<file path="src/hw/rtl/fasm_pkg.sv">
// Package: shared constants, types and helpers of the substring matcher.
`default_nettype none
package fasm_pkg;

  localparam int PATTERN_MAX = 8;   // longest pattern, in bytes (1..8)
  localparam int INDEX_BITS  = 16;  // width of the text position (8..32)

  localparam int LenW  = $clog2(PATTERN_MAX + 1);
  localparam int IdxW  = (PATTERN_MAX > 1) ? $clog2(PATTERN_MAX) : 1;
  localparam int CfgIdxW = 3;

  // Configuration register map
  typedef enum logic [CfgIdxW-1:0] {
    CFG_PATTERN_BYTES  = 3'd0,
    CFG_PATTERN_LENGTH = 3'd1,
    CFG_FOLD_CASE      = 3'd2,
    CFG_START_OFFSET   = 3'd3
  } cfg_reg_e;

  typedef struct packed {
    logic [63:0] pattern_bytes;
    logic [3:0]  pattern_length;
    logic        fold_case;
    logic [15:0] start_offset;
  } cfg_t;

  // Result of one text byte, as computed by the core
  typedef struct packed {
    logic        emit;
    logic        match_found;
    logic [15:0] match_start;
    logic        text_done;
    logic        index_saturated;
  } result_t;

  // ASCII A-Z to a-z when enabled
  function automatic logic [7:0] fold_byte(input logic [7:0] b, input logic en);
    fold_byte = (en && b >= 8'h41 && b <= 8'h5A) ? b + 8'h20 : b;
  endfunction

endpackage
`default_nettype wire

</file>
<file path="src/hw/rtl/fasm_if.sv">
// Interfaces: text input, result output and configuration write channels.
`default_nettype none
interface fasm_text_if;
  logic       valid;
  logic       ready;
  logic [7:0] text_byte;
  logic       text_last;
  modport source (output valid, text_byte, text_last, input ready);
  modport sink   (input valid, text_byte, text_last, output ready);
endinterface

interface fasm_result_if;
  logic        valid;
  logic        ready;
  logic        match_found;
  logic [15:0] match_start;
  logic        text_done;
  logic        index_saturated;
  modport source (output valid, match_found, match_start, text_done, index_saturated,
                  input ready);
  modport sink   (input valid, match_found, match_start, text_done, index_saturated,
                  output ready);
endinterface

interface fasm_cfg_if;
  logic        valid;
  logic        ready;
  logic [2:0]  index;
  logic [63:0] data;
  modport source (output valid, index, data, input ready);
  modport sink   (input valid, index, data, output ready);
endinterface
`default_nettype wire

</file>
<file path="src/hw/rtl/find_all_substring_matcher.sv">
// Top level: streaming find-all substring matcher with input and result registers.
//
//  channel  | dir | fields                                            | transfer
//  ---------+-----+---------------------------------------------------+----------------
//  text_i   | in  | text_byte[7:0], text_last                         | valid & ready
//  result_o | out | match_found, match_start[15:0], text_done,        | valid & ready
//           |     | index_saturated                                   |
//  cfg_i    | in  | index[2:0] (0 pattern, 1 length, 2 fold, 3 offset),| valid & ready
//           |     | data[63:0]                                        | (ready always 1)
//
//  One text byte per cycle sustained unless a result stalls; a byte's result is computed
//  from the input register and held in the result register until it transfers. Rate is
//  set by the combinational compare of all pattern slots against the byte history.
//  Reset clears history, position, overflow flag, both pipeline valids and the
//  configuration to its defaults; no clearing pass.
//  A stalled result register holds the input register only when the held byte
//  produces a result; bytes with no result retire regardless.
`default_nettype none
module find_all_substring_matcher
  import fasm_pkg::*;
(
  input  wire          clk_i,
  input  wire          rst_ni,
  fasm_text_if.sink    text_i,
  fasm_result_if.source result_o,
  fasm_cfg_if.sink     cfg_i
);

  cfg_t    cfg;
  result_t res;

  // Input register
  logic       s1_valid_q;
  logic [7:0] s1_byte_q;
  logic       s1_last_q;

  // Result register
  logic       out_valid_q;
  result_t    out_q;

  logic       out_free;   // result register can take a new result
  logic       step;       // held byte retires this cycle

  fasm_cfg_regs u_cfg (
    .clk_i  (clk_i),
    .rst_ni (rst_ni),
    .cfg_i  (cfg_i),
    .cfg_o  (cfg)
  );

  fasm_core u_core (
    .clk_i  (clk_i),
    .rst_ni (rst_ni),
    .cfg_i  (cfg),
    .byte_i (s1_byte_q),
    .last_i (s1_last_q),
    .step_i (step),
    .res_o  (res)
  );

  assign out_free     = !out_valid_q || result_o.ready;
  assign step         = s1_valid_q && (!res.emit || out_free);
  assign text_i.ready = !s1_valid_q || step;

  always_ff @(posedge clk_i or negedge rst_ni) begin
    if (!rst_ni) begin
      s1_valid_q <= 1'b0;
    end else if (text_i.ready) begin
      s1_valid_q <= text_i.valid;
    end
  end

  // payload needs no reset
  always_ff @(posedge clk_i) begin
    if (text_i.ready && text_i.valid) begin
      s1_byte_q <= text_i.text_byte;
      s1_last_q <= text_i.text_last;
    end
  end

  always_ff @(posedge clk_i or negedge rst_ni) begin
    if (!rst_ni) begin
      out_valid_q <= 1'b0;
    end else if (step && res.emit) begin
      out_valid_q <= 1'b1;
    end else if (result_o.ready) begin
      out_valid_q <= 1'b0;
    end
  end

  always_ff @(posedge clk_i) begin
    if (step && res.emit) begin
      out_q <= res;
    end
  end

  assign result_o.valid           = out_valid_q;
  assign result_o.match_found     = out_q.match_found;
  assign result_o.match_start     = out_q.match_start;
  assign result_o.text_done       = out_q.text_done;
  assign result_o.index_saturated = out_q.index_saturated;

  a_result_has_reason: assert property (@(posedge clk_i) disable iff (!rst_ni)
    out_valid_q && !out_q.match_found |-> out_q.text_done)
    else $error("result without match or end of text");

  a_nomatch_start_zero: assert property (@(posedge clk_i) disable iff (!rst_ni)
    out_valid_q && !out_q.match_found |-> out_q.match_start == '0)
    else $error("match_start nonzero without a match");

  a_no_drop: assert property (@(posedge clk_i) disable iff (!rst_ni)
    out_valid_q && !result_o.ready |=> out_valid_q && $stable(out_q))
    else $error("pending result lost or overwritten");

endmodule
`default_nettype wire

</file>
<file path="src/hw/rtl/fasm_cfg_regs.sv">
// Configuration register file of the substring matcher.
`default_nettype none
module fasm_cfg_regs
  import fasm_pkg::*;
(
  input  wire        clk_i,
  input  wire        rst_ni,
  fasm_cfg_if.sink   cfg_i,
  output cfg_t       cfg_o
);

  cfg_t cfg_q;

  assign cfg_i.ready = 1'b1;
  assign cfg_o       = cfg_q;

  always_ff @(posedge clk_i or negedge rst_ni) begin
    if (!rst_ni) begin
      cfg_q.pattern_bytes  <= '0;
      cfg_q.pattern_length <= 4'd1;
      cfg_q.fold_case      <= 1'b1;
      cfg_q.start_offset   <= '0;
    end else if (cfg_i.valid) begin
      unique case (cfg_i.index)
        CFG_PATTERN_BYTES:  cfg_q.pattern_bytes  <= cfg_i.data;
        CFG_PATTERN_LENGTH: cfg_q.pattern_length <= cfg_i.data[3:0];
        CFG_FOLD_CASE:      cfg_q.fold_case      <= cfg_i.data[0];
        CFG_START_OFFSET:   cfg_q.start_offset   <= cfg_i.data[15:0];
        default: ;  // unused index: ignored
      endcase
    end
  end

endmodule
`default_nettype wire

</file>
<file path="src/hw/rtl/fasm_core.sv">
// Match core: byte history, text position and parallel pattern compare.
`default_nettype none
module fasm_core
  import fasm_pkg::*;
(
  input  wire        clk_i,
  input  wire        rst_ni,
  input  cfg_t       cfg_i,
  input  wire [7:0]  byte_i,
  input  wire        last_i,
  input  wire        step_i,    // the held byte is retired this cycle
  output result_t    res_o
);

  localparam int PosW1 = INDEX_BITS + 1;
  localparam int CmpW  = (INDEX_BITS > 16) ? INDEX_BITS : 16;
  localparam logic [INDEX_BITS-1:0] IndexMax = {INDEX_BITS{1'b1}};
  localparam logic [3:0] PatMax4 = 4'(PATTERN_MAX);

  logic [7:0]            hist_q [PATTERN_MAX];
  logic [7:0]            hist_d [PATTERN_MAX];
  logic [INDEX_BITS-1:0] pos_q;
  logic                  ov_q;

  logic [7:0]            pat    [2**IdxW];
  logic [3:0]            len4;
  logic [LenW-1:0]       len;
  logic [PATTERN_MAX-1:0] hit;
  logic                  eq;
  logic                  reach;
  logic [PosW1-1:0]      pos_inc;
  logic [PosW1-1:0]      start_w;
  logic [INDEX_BITS-1:0] start;
  logic                  start_ok;
  logic                  found;
  logic [IdxW-1:0]       sel [PATTERN_MAX];
  logic [LenW-1:0]       sel_w [PATTERN_MAX];

  // Clamp pattern length to 1..PATTERN_MAX
  always_comb begin
    len4 = cfg_i.pattern_length;
    if (len4 == 4'd0)        len4 = 4'd1;
    else if (len4 > PatMax4) len4 = PatMax4;
    len = LenW'(len4);
  end

  // Folded pattern bytes; entries past PATTERN_MAX never match a live slot
  always_comb begin
    for (int j = 0; j < 2**IdxW; j++) begin
      if (j < PATTERN_MAX) pat[j] = fold_byte(cfg_i.pattern_bytes[8*j +: 8], cfg_i.fold_case);
      else                 pat[j] = '0;
    end
  end

  // History after the shift; slot 0 is the newest byte
  always_comb begin
    hist_d[0] = fold_byte(byte_i, cfg_i.fold_case);
    for (int k = 1; k < PATTERN_MAX; k++) hist_d[k] = hist_q[k-1];
  end

  // Slot k lines up with pattern byte len-1-k
  always_comb begin
    for (int k = 0; k < PATTERN_MAX; k++) begin
      sel_w[k] = len - LenW'(1) - LenW'(k);
      sel[k]   = sel_w[k][IdxW-1:0];
      hit[k]   = (LenW'(k) >= len) || (pat[sel[k]] == hist_d[k]);
    end
    eq = &hit;
  end

  always_comb begin
    pos_inc  = PosW1'(pos_q) + PosW1'(1);
    reach    = pos_inc >= PosW1'(len);
    start_w  = pos_inc - PosW1'(len);
    start    = start_w[INDEX_BITS-1:0];
    start_ok = CmpW'(start) >= CmpW'(cfg_i.start_offset);
    found    = eq && (ov_q || (reach && start_ok));

    res_o.emit            = found || last_i;
    res_o.match_found     = found;
    res_o.match_start     = found ? 16'(ov_q ? IndexMax : start) : '0;
    res_o.text_done       = last_i;
    res_o.index_saturated = ov_q;
  end

  always_ff @(posedge clk_i or negedge rst_ni) begin
    if (!rst_ni) begin
      for (int k = 0; k < PATTERN_MAX; k++) hist_q[k] <= '0;
      pos_q <= '0;
      ov_q  <= 1'b0;
    end else if (step_i) begin
      if (last_i) begin
        for (int k = 0; k < PATTERN_MAX; k++) hist_q[k] <= '0;
        pos_q <= '0;
        ov_q  <= 1'b0;
      end else begin
        for (int k = 0; k < PATTERN_MAX; k++) hist_q[k] <= hist_d[k];
        if (pos_q == IndexMax) ov_q  <= 1'b1;
        else                   pos_q <= pos_q + INDEX_BITS'(1);
      end
    end
  end

  a_clear_after_last: assert property (@(posedge clk_i) disable iff (!rst_ni)
    step_i && last_i |=> pos_q == '0 && !ov_q)
    else $error("text state not cleared after last byte");

  a_ov_pins_pos: assert property (@(posedge clk_i) disable iff (!rst_ni)
    ov_q |-> pos_q == IndexMax)
    else $error("overflow set while position below maximum");

  a_hold_on_stall: assert property (@(posedge clk_i) disable iff (!rst_ni)
    !step_i |=> $stable(pos_q) && $stable(ov_q))
    else $error("text position moved without a retired byte");

endmodule
`default_nettype wire
</file>
<file path="src/flat_wrapper.sv">
// flat-port wrapper written by rule: the top's interface ports become plain ports
module find_all_substring_matcher_flat import fasm_pkg::*;
  (clk_i, rst_ni, text_i_valid, text_i_text_byte, text_i_text_last, text_i_ready, result_o_valid, result_o_match_found, result_o_match_start, result_o_text_done, result_o_index_saturated, result_o_ready, cfg_i_valid, cfg_i_index, cfg_i_data, cfg_i_ready);
  fasm_text_if text_i_i ();
  fasm_result_if result_o_i ();
  fasm_cfg_if cfg_i_i ();
  input  wire clk_i;
  input  wire rst_ni;
  input wire logic [$bits(text_i_i.valid)-1:0] text_i_valid;
  input wire logic [$bits(text_i_i.text_byte)-1:0] text_i_text_byte;
  input wire logic [$bits(text_i_i.text_last)-1:0] text_i_text_last;
  output wire logic [$bits(text_i_i.ready)-1:0] text_i_ready;
  output wire logic [$bits(result_o_i.valid)-1:0] result_o_valid;
  output wire logic [$bits(result_o_i.match_found)-1:0] result_o_match_found;
  output wire logic [$bits(result_o_i.match_start)-1:0] result_o_match_start;
  output wire logic [$bits(result_o_i.text_done)-1:0] result_o_text_done;
  output wire logic [$bits(result_o_i.index_saturated)-1:0] result_o_index_saturated;
  input wire logic [$bits(result_o_i.ready)-1:0] result_o_ready;
  input wire logic [$bits(cfg_i_i.valid)-1:0] cfg_i_valid;
  input wire logic [$bits(cfg_i_i.index)-1:0] cfg_i_index;
  input wire logic [$bits(cfg_i_i.data)-1:0] cfg_i_data;
  output wire logic [$bits(cfg_i_i.ready)-1:0] cfg_i_ready;
  assign text_i_i.valid = text_i_valid;
  assign text_i_i.text_byte = text_i_text_byte;
  assign text_i_i.text_last = text_i_text_last;
  assign text_i_ready = text_i_i.ready;
  assign result_o_valid = result_o_i.valid;
  assign result_o_match_found = result_o_i.match_found;
  assign result_o_match_start = result_o_i.match_start;
  assign result_o_text_done = result_o_i.text_done;
  assign result_o_index_saturated = result_o_i.index_saturated;
  assign result_o_i.ready = result_o_ready;
  assign cfg_i_i.valid = cfg_i_valid;
  assign cfg_i_i.index = cfg_i_index;
  assign cfg_i_i.data = cfg_i_data;
  assign cfg_i_ready = cfg_i_i.ready;
  find_all_substring_matcher u_core (.clk_i(clk_i), .rst_ni(rst_ni), .text_i(text_i_i), .result_o(result_o_i), .cfg_i(cfg_i_i));
endmodule
</file>
<file path="config.mk">
export PLATFORM = sky130hd
export DESIGN_NAME = find_all_substring_matcher_flat
export DESIGN_NICKNAME = d
export VERILOG_FILES = /design/src/hw/rtl/fasm_pkg.sv /design/src/hw/rtl/fasm_if.sv /design/src/hw/rtl/find_all_substring_matcher.sv /design/src/hw/rtl/fasm_cfg_regs.sv /design/src/hw/rtl/fasm_core.sv /design/src/flat_wrapper.sv
export SDC_FILE = /design/constraint.sdc
export NUM_CORES = 1
export LEC_CHECK = 0
export ABC_CLOCK_PERIOD_IN_PS = 9200
export CORE_UTILIZATION = 60
export CTS_CLUSTER_DIAMETER = 150
export DETAILED_ROUTE_END_ITERATION = 10
export DONT_BUFFER_PORTS = 1
export PLACE_DENSITY = 0.76
export RECOVER_POWER = 25
export SYNTH_ARGS = -nofsm -noshare
export SYNTH_HDL_FRONTEND = slang
export SYNTH_SLANG_ARGS = --single-unit
</file>
<file path="constraint.sdc">
create_clock -name clk_i -period 9.2 [get_ports clk_i]
set_input_delay 0.46 -clock clk_i [delete_from_list [all_inputs] [get_ports clk_i]]
set_output_delay 0.46 -clock clk_i [all_outputs]
set_load 0.05 [all_outputs]
</file>
Word level (Yosys, flattened, before mapping)
Cells that the tools add are included.

Input port bits: 81. RAM bits: 0. Flip-flop bits (word level): 188. Memories: 0. Logic and storage cells: 192. Latch bits: 0. Output and inout bits: 22. Bits in read-only memories: 0.

Reduce and logical (&&, ||, !) cells: 50. Add/sub/neg operators: 20. Multipliers: 0. Shift-type cells: 0. Equality and inequality tests: 13. Magnitude comparators: 37. Div/mod/pow operators: 0. Bitwise gates (word level): 8. Multiplexer cells: 43.

Operator list (count): 8-bit two-way mux (25); 8-bit binary-select mux with 3-bit select (8); 8-bit by 6-bit adder with 8-bit output (second input constant) (9); 8-bit by 7-bit >= comparator with 1-bit output (second input constant) (9); 8-bit by 7-bit <= comparator with 1-bit output (second input constant) (9); 8-bit == test (8); 64-bit two-way mux (1); 16-bit two-way mux (3); 4-bit >= comparator (second input constant) (8); 3-bit inverter with 4-bit output (8); 1-bit logical AND (23); 16-bit by 1-bit adder with 17-bit output (second input constant) (1); 17-bit by 4-bit >= comparator with 1-bit output (1); 16-bit by 1-bit adder with 16-bit output (second input constant) (1); 16-bit == test (second input constant) (1); 16-bit >= comparator (1); 3-bit by 4-bit >= comparator with 1-bit output (first input constant) (4); 16-bit by 4-bit subtractor with 16-bit output (1); 1-bit logical OR (13); 2-bit AND reduction (6); 3-bit subtractor (second input constant) (4); 1-bit by 4-bit >= comparator with 1-bit output (first input constant) (2); 2-bit by 4-bit >= comparator with 1-bit output (first input constant) (2); 4-bit two-way mux (2); 12 further kinds (21).

Depth between registers and ports, before layout
Word-level depth: 19. Gate-level depth with buffers: 31. Gate-level depth less buffers: 25.

By module
Synthesis repeated with hierarchy kept, for this count alone.

Cells, all modules: 1265. Area, all modules: 13347.8 µm².

By module, submodules not included: fasm_core (sequential area each 1826.8 µm², instances 1, area each 8886.0 µm², cells each 1043); fasm_cfg_regs (sequential area each 2129.5 µm², instances 1, area each 3514.6 µm², cells each 184); find_all_substring_matcher (sequential area each 890.9 µm², instances 1, area each 947.2 µm², cells each 38).

Worst setup path after synthesis
OpenSTA, ideal clock, no wires.

Path kind: register to register. Start point: register u_core.u_cfg.cfg_q, in the netlist u_core.u_cfg.cfg_o[17]. End point: register u_core.out_q, in the netlist u_core.result_o.index_saturated, enable pin. Path slack: 2.947 ns. Period minus slack after synthesis: 6.253 ns. Path buffers: 2. Stages on the path, launching flop included: 26. Setup time: 0.395 ns. Required time: 8.805 ns. Data arrival time: 5.858 ns. Cells stage by stage: dfstp_2 o21ba_2 nor2_8 buf_2 buf_1 ha_1 fa_1 nor2b_1 o21ai_0 nand2b_1 nor3_1 nand2_1 nand2_1 o21ai_0 a21oi_1 xnor2_1 ha_1 nand4_1 o41ai_1 nor4_1 a32o_1 a21oi_1 o311ai_1 nor4_2 o21ai_2 nor2_1.

Cells in the longest elaborated chain, start to end: 18. Elaborated cells on any way between the ends: 80. Classes of those cells: 9 x add/sub; 11 x order compare; 8 x eq/ne; 26 x mux; 8 x bitwise; 18 x reduce/logical.

RTL lines: start: declaration (RTL line fasm_cfg_regs.sv:12) `cfg_t cfg_q;`; 4-bit greater-than comparator (RTL line fasm_core.sv:43) `else if (len4 > PatMax4) len4 = PatMax4;`; 4-bit two-way mux (RTL line fasm_core.sv:43); 4-bit two-way mux * (RTL line fasm_core.sv:42) `if (len4 == 4'd0) len4 = 4'd1;`; 3-bit by 1-bit subtractor with 3-bit output (RTL line fasm_core.sv:64) `sel_w[k] = len - LenW'(1) - LenW'(k);`; 3-bit by 1-bit subtractor with 3-bit output (tied with other cells) (RTL line fasm_core.sv:64); 3-bit inverter with 4-bit output (implied by the code) (RTL line fasm_core.sv:66) `hit[k] = (LenW'(k) >= len) || (pat[sel[k]] == hist_d[k]);`; 8-bit binary-select mux with 3-bit select (RTL line fasm_core.sv:66); 8-bit two-way mux (implied by the code) (2 in a row) (RTL line fasm_core.sv:66); 8-bit == test (RTL line fasm_core.sv:66); 1-bit logical OR (RTL line fasm_core.sv:66); 8-bit AND reduction (RTL line fasm_core.sv:68) `eq = &hit;`; 1-bit logical AND * (RTL line fasm_core.sv:77) `found = eq && (ov_q || (reach && start_ok));`; 1-bit logical OR * (RTL line fasm_core.sv:79) `res_o.emit = found || last_i;`; 1-bit zero test (RTL line find_all_substring_matcher.sv:62) `assign step = s1_valid_q && (!res.emit || out_free);`; 1-bit logical OR (RTL line find_all_substring_matcher.sv:62); 1-bit logical AND (RTL line find_all_substring_matcher.sv:62); 1-bit logical AND * (RTL line find_all_substring_matcher.sv:92) `if (step && res.emit) begin`; end signal: assignment (RTL line find_all_substring_matcher.sv:93) `out_q <= res;`; end: declaration (RTL line find_all_substring_matcher.sv:39) `result_t out_q;`.

Every way passes the cells marked *; elsewhere a longest branch is shown, timed or not. The select of a mux whose other input is x is not followed. A chain may end at the register's enable or synchronous reset.

Final worst setup path
Start point: register u_core.u_cfg.cfg_q, in the netlist u_core.u_cfg.cfg_o[17]. End point: output text_i_ready.

Cells in the longest elaborated chain, start to end: 18. Elaborated cells on any way between the ends: 80. Classes of those cells: 9 x add/sub; 11 x order compare; 8 x eq/ne; 26 x mux; 8 x bitwise; 18 x reduce/logical.

RTL lines: 4-bit greater-than comparator (RTL line fasm_core.sv:43); 4-bit two-way mux (RTL line fasm_core.sv:43); 4-bit two-way mux * (RTL line fasm_core.sv:42); 3-bit by 1-bit subtractor with 3-bit output (RTL line fasm_core.sv:64); 3-bit by 1-bit subtractor with 3-bit output (tied with other cells) (RTL line fasm_core.sv:64); 3-bit inverter with 4-bit output (implied by the code) (RTL line fasm_core.sv:66); 8-bit binary-select mux with 3-bit select (RTL line fasm_core.sv:66); 8-bit two-way mux (implied by the code) (2 in a row) (RTL line fasm_core.sv:66); 8-bit == test (RTL line fasm_core.sv:66); 1-bit logical OR (RTL line fasm_core.sv:66); 8-bit AND reduction (RTL line fasm_core.sv:68); 1-bit logical AND * (RTL line fasm_core.sv:77); 1-bit logical OR * (RTL line fasm_core.sv:79); 1-bit zero test * (RTL line find_all_substring_matcher.sv:62); 1-bit logical OR * (RTL line find_all_substring_matcher.sv:62); 1-bit logical AND * (RTL line find_all_substring_matcher.sv:62); 1-bit logical OR * (RTL line find_all_substring_matcher.sv:63) `assign text_i.ready = !s1_valid_q || step;`; end: declaration (RTL line flat_wrapper.sv:12) `output wire logic [$bits(text_i_i.ready)-1:0] text_i_ready;`.

Marks and branches as above.

==> summary.txt <==
Yosys
  – Post-synth EDFFs: 28
  – Asr flop ratio synth: 85.1%
  – Synth area leaders: dfrtp_1, edfxtp_1, nand2_1
  – Synth warn: 0
  – Synthesized net count: 1527
  – Top_reg_cell synth: dfrtp_1
  – Synth unique cells: 86
  – Post-Syn Area: 13400 µm²
  – Avg Cell Area, Syn: 9.49 µm²
  – Area leader, netlist: dfrtp_1
  – Cells after synthesis: 1410
  – Sequential area share after synthesis: 36.2%
  – Share of the synthesized area in the top cell type: 29.5%
  – Seq cells post-synth: 188

Placement
  – Placed inst area: 13500 µm²
  – Placer Congestion: 0.970
  – Port bufs: 0
  – Placed Cells: 1624
  – Dpl hpwl: 29.1 mm

Finish
  – Area growth from synthesis to layout: 5.65%
  – Finished Layout Cells: 1657
  – Share of layout cells above drive strength 1: 14.7%
  – Leading cell type in the layout, fill and taps excluded: nand2_1
  – Nets: 1481
  – N_diodes: 0
  – Most used cells in the layout excluding fill and tap cells: nand2_1, dfrtp_1, o21ai_0, mux2i_1, nor2_1
  – Design area: 14100 µm²

CTS
  – Max H-tree Level: 4
  – CTS resizes: 0
  – CTS Buffer Depth: 2
  – Clock Tree Root: clkbuf_16
  – CTS sink cnt: 188
  – CTS buffer count: 17
  – Clk pin slew, worst setup/hold paths: 80 ps
  – Clk_lat worst skew: 450 ps
  – CTS tree: built

Critical path
  – WP depth: 23
  – Reg2reg start: u_core.u_cfg.cfg_o[17]$_DFFE_PN1P_
  – RR Endpoint: u_core.s1_byte_q[4]$_DFFE_PP_
  – Depth of the most critical reg-to-reg path: 24
  – Worst-path cell chain: o21ba_2 > nor2_8 > ha_1 > fa_1 > nor2b_1 > o21ai_0 > nand2b_1 > nor3_1 > nand2_1 > nand2_1 > o21ai_0 > a21oi_1 > xnor2_1 > ha_1 > nand4_1 > o41ai_1 > nor4_1 > a32o_1 > a21oi_1 > o311ai_1 > nor4_4 > o21ai_2 > or2_1
  – Critical Path Sink: text_i_ready
  – CP bufs+invs: 0
  – Register-to-register setup slack: 1660 ps
  – Worst EP arrival: 7290 ps
  – CP Class: reg -> out
  – Max incr delay on CP: 1060 ps
  – CP Capture Type: output pin
  – Worst Setup Start Kind: flop
  – CP delay by family, top: simple AND/OR/NAND/NOR gates
  – CP startpoint: u_core.u_cfg.cfg_o[17]$_DFFE_PN1P_
  – CP max-delay cell: dfstp_2
  – WP data required: 8740 ps
  – Worst-path maximum fanout: 38

Floorplan
  – Core area: 21800 µm²
  – Chip width: 151 µm
  – Die Y: 151 µm
  – Io pins: 103
  – Initial core utilization: 61.3%
  – Die area: 22900 µm²
  – Row Count: 54

STA
  – Max frequency: 129 MHz
  – Unrepaired setup endpoints after global routing: no
  – Slew Viols, Final: 169
  – Measured slew at the worst slew-check pin: 7150 ps
  – Final min period: 7750 ps
  – Slew headroom: -376%
  – Setup Viol. Count Final: 0
  – Final-report hold violation count: 0
  – Fin crit share: 84.2%
  – Final Skew: 15.4 ps
  – WHS: 104 ps
  – Setup TNS: 0 ps

Routing
  – DR DRC count: 0
  – Routed wire length: 39.8 mm
  – Vias per Instance: 6.82
  – Total number of vias: 11300
  – Detail Route Antenna Nets: 0
  – Pre-Repair DR Iteration Count: 6
  – Routed WL per cell: 24.0 µm
  – Iter 0 DRT Violations: 1258

Job
  – Max Cap Viol: 3

Global route
  – Vias in the first global route: 10400
  – Met3 Use GR: 11.1%
  – Largest net degree at the start of global routing: 161
  – First-pass GRT wire length: 60.9 mm
  – Met1 Usage GRT: 52.0%
  – Tot GR Track Use: 35.8%
  – Grt total ovfl: 0
  – Initial antenna violation count: 0
  – Most Used Layer, Global Route: met1
  – Met2 GRT Util: 50.5%

Power and ir drop
  – Pleak: 5.70 nW
  – Final Power: 3.77 mW
  – Max rail drop VDD: 0.165 mV
  – PD cells: 267 nW/µm²

Run status
  – Status: finished with violations
  – Failing checks: max-capacitance violations, max-slew violations

Hold path
  – Worst hold path class: in -> reg
  – Hold path cells: 0
Yosys cell counts (10+ instances only):
| cell | n |
|---|---|
| nand2_1 | 212 |
| dfrtp_1 | 158 |
| o21ai_0 | 81 |
| mux2i_1 | 71 |
| nor2_1 | 59 |
| mux2_2 | 58 |
| inv_1 | 57 |
| xnor2_1 | 50 |
| clkbuf_1 | 48 |
| o22ai_1 | 43 |
| a21oi_1 | 40 |
| ha_1 | 35 |
| xor2_1 | 34 |
| mux4_2 | 33 |
| edfxtp_1 | 28 |
| o21ai_2 | 28 |
| nor3_1 | 26 |
| nand3_1 | 23 |
| o31ai_1 | 19 |
| nor4_1 | 17 |
| buf_2 | 15 |
| o21a_1 | 15 |
| nand2b_1 | 14 |
| buf_4 | 12 |
| nand4_1 | 12 |
| o21ai_1 | 12 |
| o221ai_1 | 11 |
| a22oi_1 | 10 |
| a31oi_1 | 10 |
through the flow:
stage / utilization (%) / worst slack (ps)
4_1_cts: 64.9 / 1500
3_5_place_dp: 61.9 / 1780
3_3_place_gp: 61.9 / 1960
2_1_floorplan: - / 2950
6_report: 64.8 / 1450
5_1_grt: 64.8 / 539
metal layers:
layer / share of wire [%] / vias up
met2: 42 / 664
met3: 13 / 92
li1: - / 5126
met4: 3.0 / 0
met1: 42 / 5419
met5: 0 / -
registers in the layout (all words and copies together) (netlist names):
register,cells
u_core.s1_valid_q,1
u_core.s1_last_q,1
u_core.result_o.match_start,16
u_core.u_core.ov_q,1
u_core.s1_byte_q,8
u_core.result_o.index_saturated,1
u_core.u_cfg.cfg_o,85
u_core.result_o.match_found,1
u_core.u_core.hist_d,56
u_core.result_o.text_done,1
u_core.u_core.pos_q,16
u_core.result_o.valid,1
power breakdown:
part	internal [mW]	leakage (nW)	total, mW	switching [mW]
sequential	0.948	2.32	1.15	0.202
clock	0.370	0.296	0.757	0.387
combinational	0.775	3.08	1.86	1.09
worst register-to-register path, cell delays in order, from the launching register on:
cell and delay (ps):
dfstp_2 1060, o21ba_2 310, nor2_8 430, ha_1 300, fa_1 220, nor2b_1 50, o21ai_0 160, nand2b_1 130
nor3_1 350, nand2_1 190, nand2_1 100, o21ai_0 70, a21oi_1 180, xnor2_1 150, ha_1 320, nand4_1 120
o41ai_1 420, nor4_1 110, a32o_1 250, a21oi_1 210, o311ai_1 220, nor4_4 860, o21ai_2 140, or2_1 470
and2_1 410
area by class of cell:
type / instances / area, µm²
inverter: 61 / 234
clock buffer: 17 / 425
multi-input combinational: 1073 / 7900
sequential: 188 / 4850
fill: 1752 / 7690
clock inverter: 15 / 189
tap: 280 / 350
timing repair buffer: 23 / 188
repair_timing:
action / 4_1_cts / 5_1_grt
hold buffers: 1 / 0
endpoints found under the hold margin: 160 / 0
buffers inserted: 0 / 0
setup endpoints to repair: 0 / 0
worst min-delay path by stage:
stage	endpoint	slack (ps)	from
after floorplan	u_core.result_o.valid$_DFFE_PN0P_	160	rst_ni
after global placement	u_core.u_core.pos_q[13]$_DFFE_PN0P_	170	rst_ni
after detailed placement	u_core.u_core.pos_q[13]$_DFFE_PN0P_	170	rst_ni
after CTS	u_core.u_core.pos_q[13]$_DFFE_PN0P_	40	rst_ni
after global routing	u_core.s1_byte_q[2]$_DFFE_PP_	90	text_i_text_byte[2]
final	u_core.s1_byte_q[0]$_DFFE_PP_	100	text_i_text_byte[0]
cells by family after synthesis:
group | count (synthesis) | synth area share [%]
multiplexers | 163 | 15.8
buffers and inverters | 149 | 4.97
adder cells (fa/ha/maj) | 36 | 3.42
AO/OA/AOI/OAI | 361 | 18.9
flip-flops | 188 | 36.2
AND/OR/NAND/NOR | 428 | 15.1
other | 1 | 0.0280
XOR/XNOR | 84 | 5.50
No activity file was read; power rests on OpenSTA's default activity.
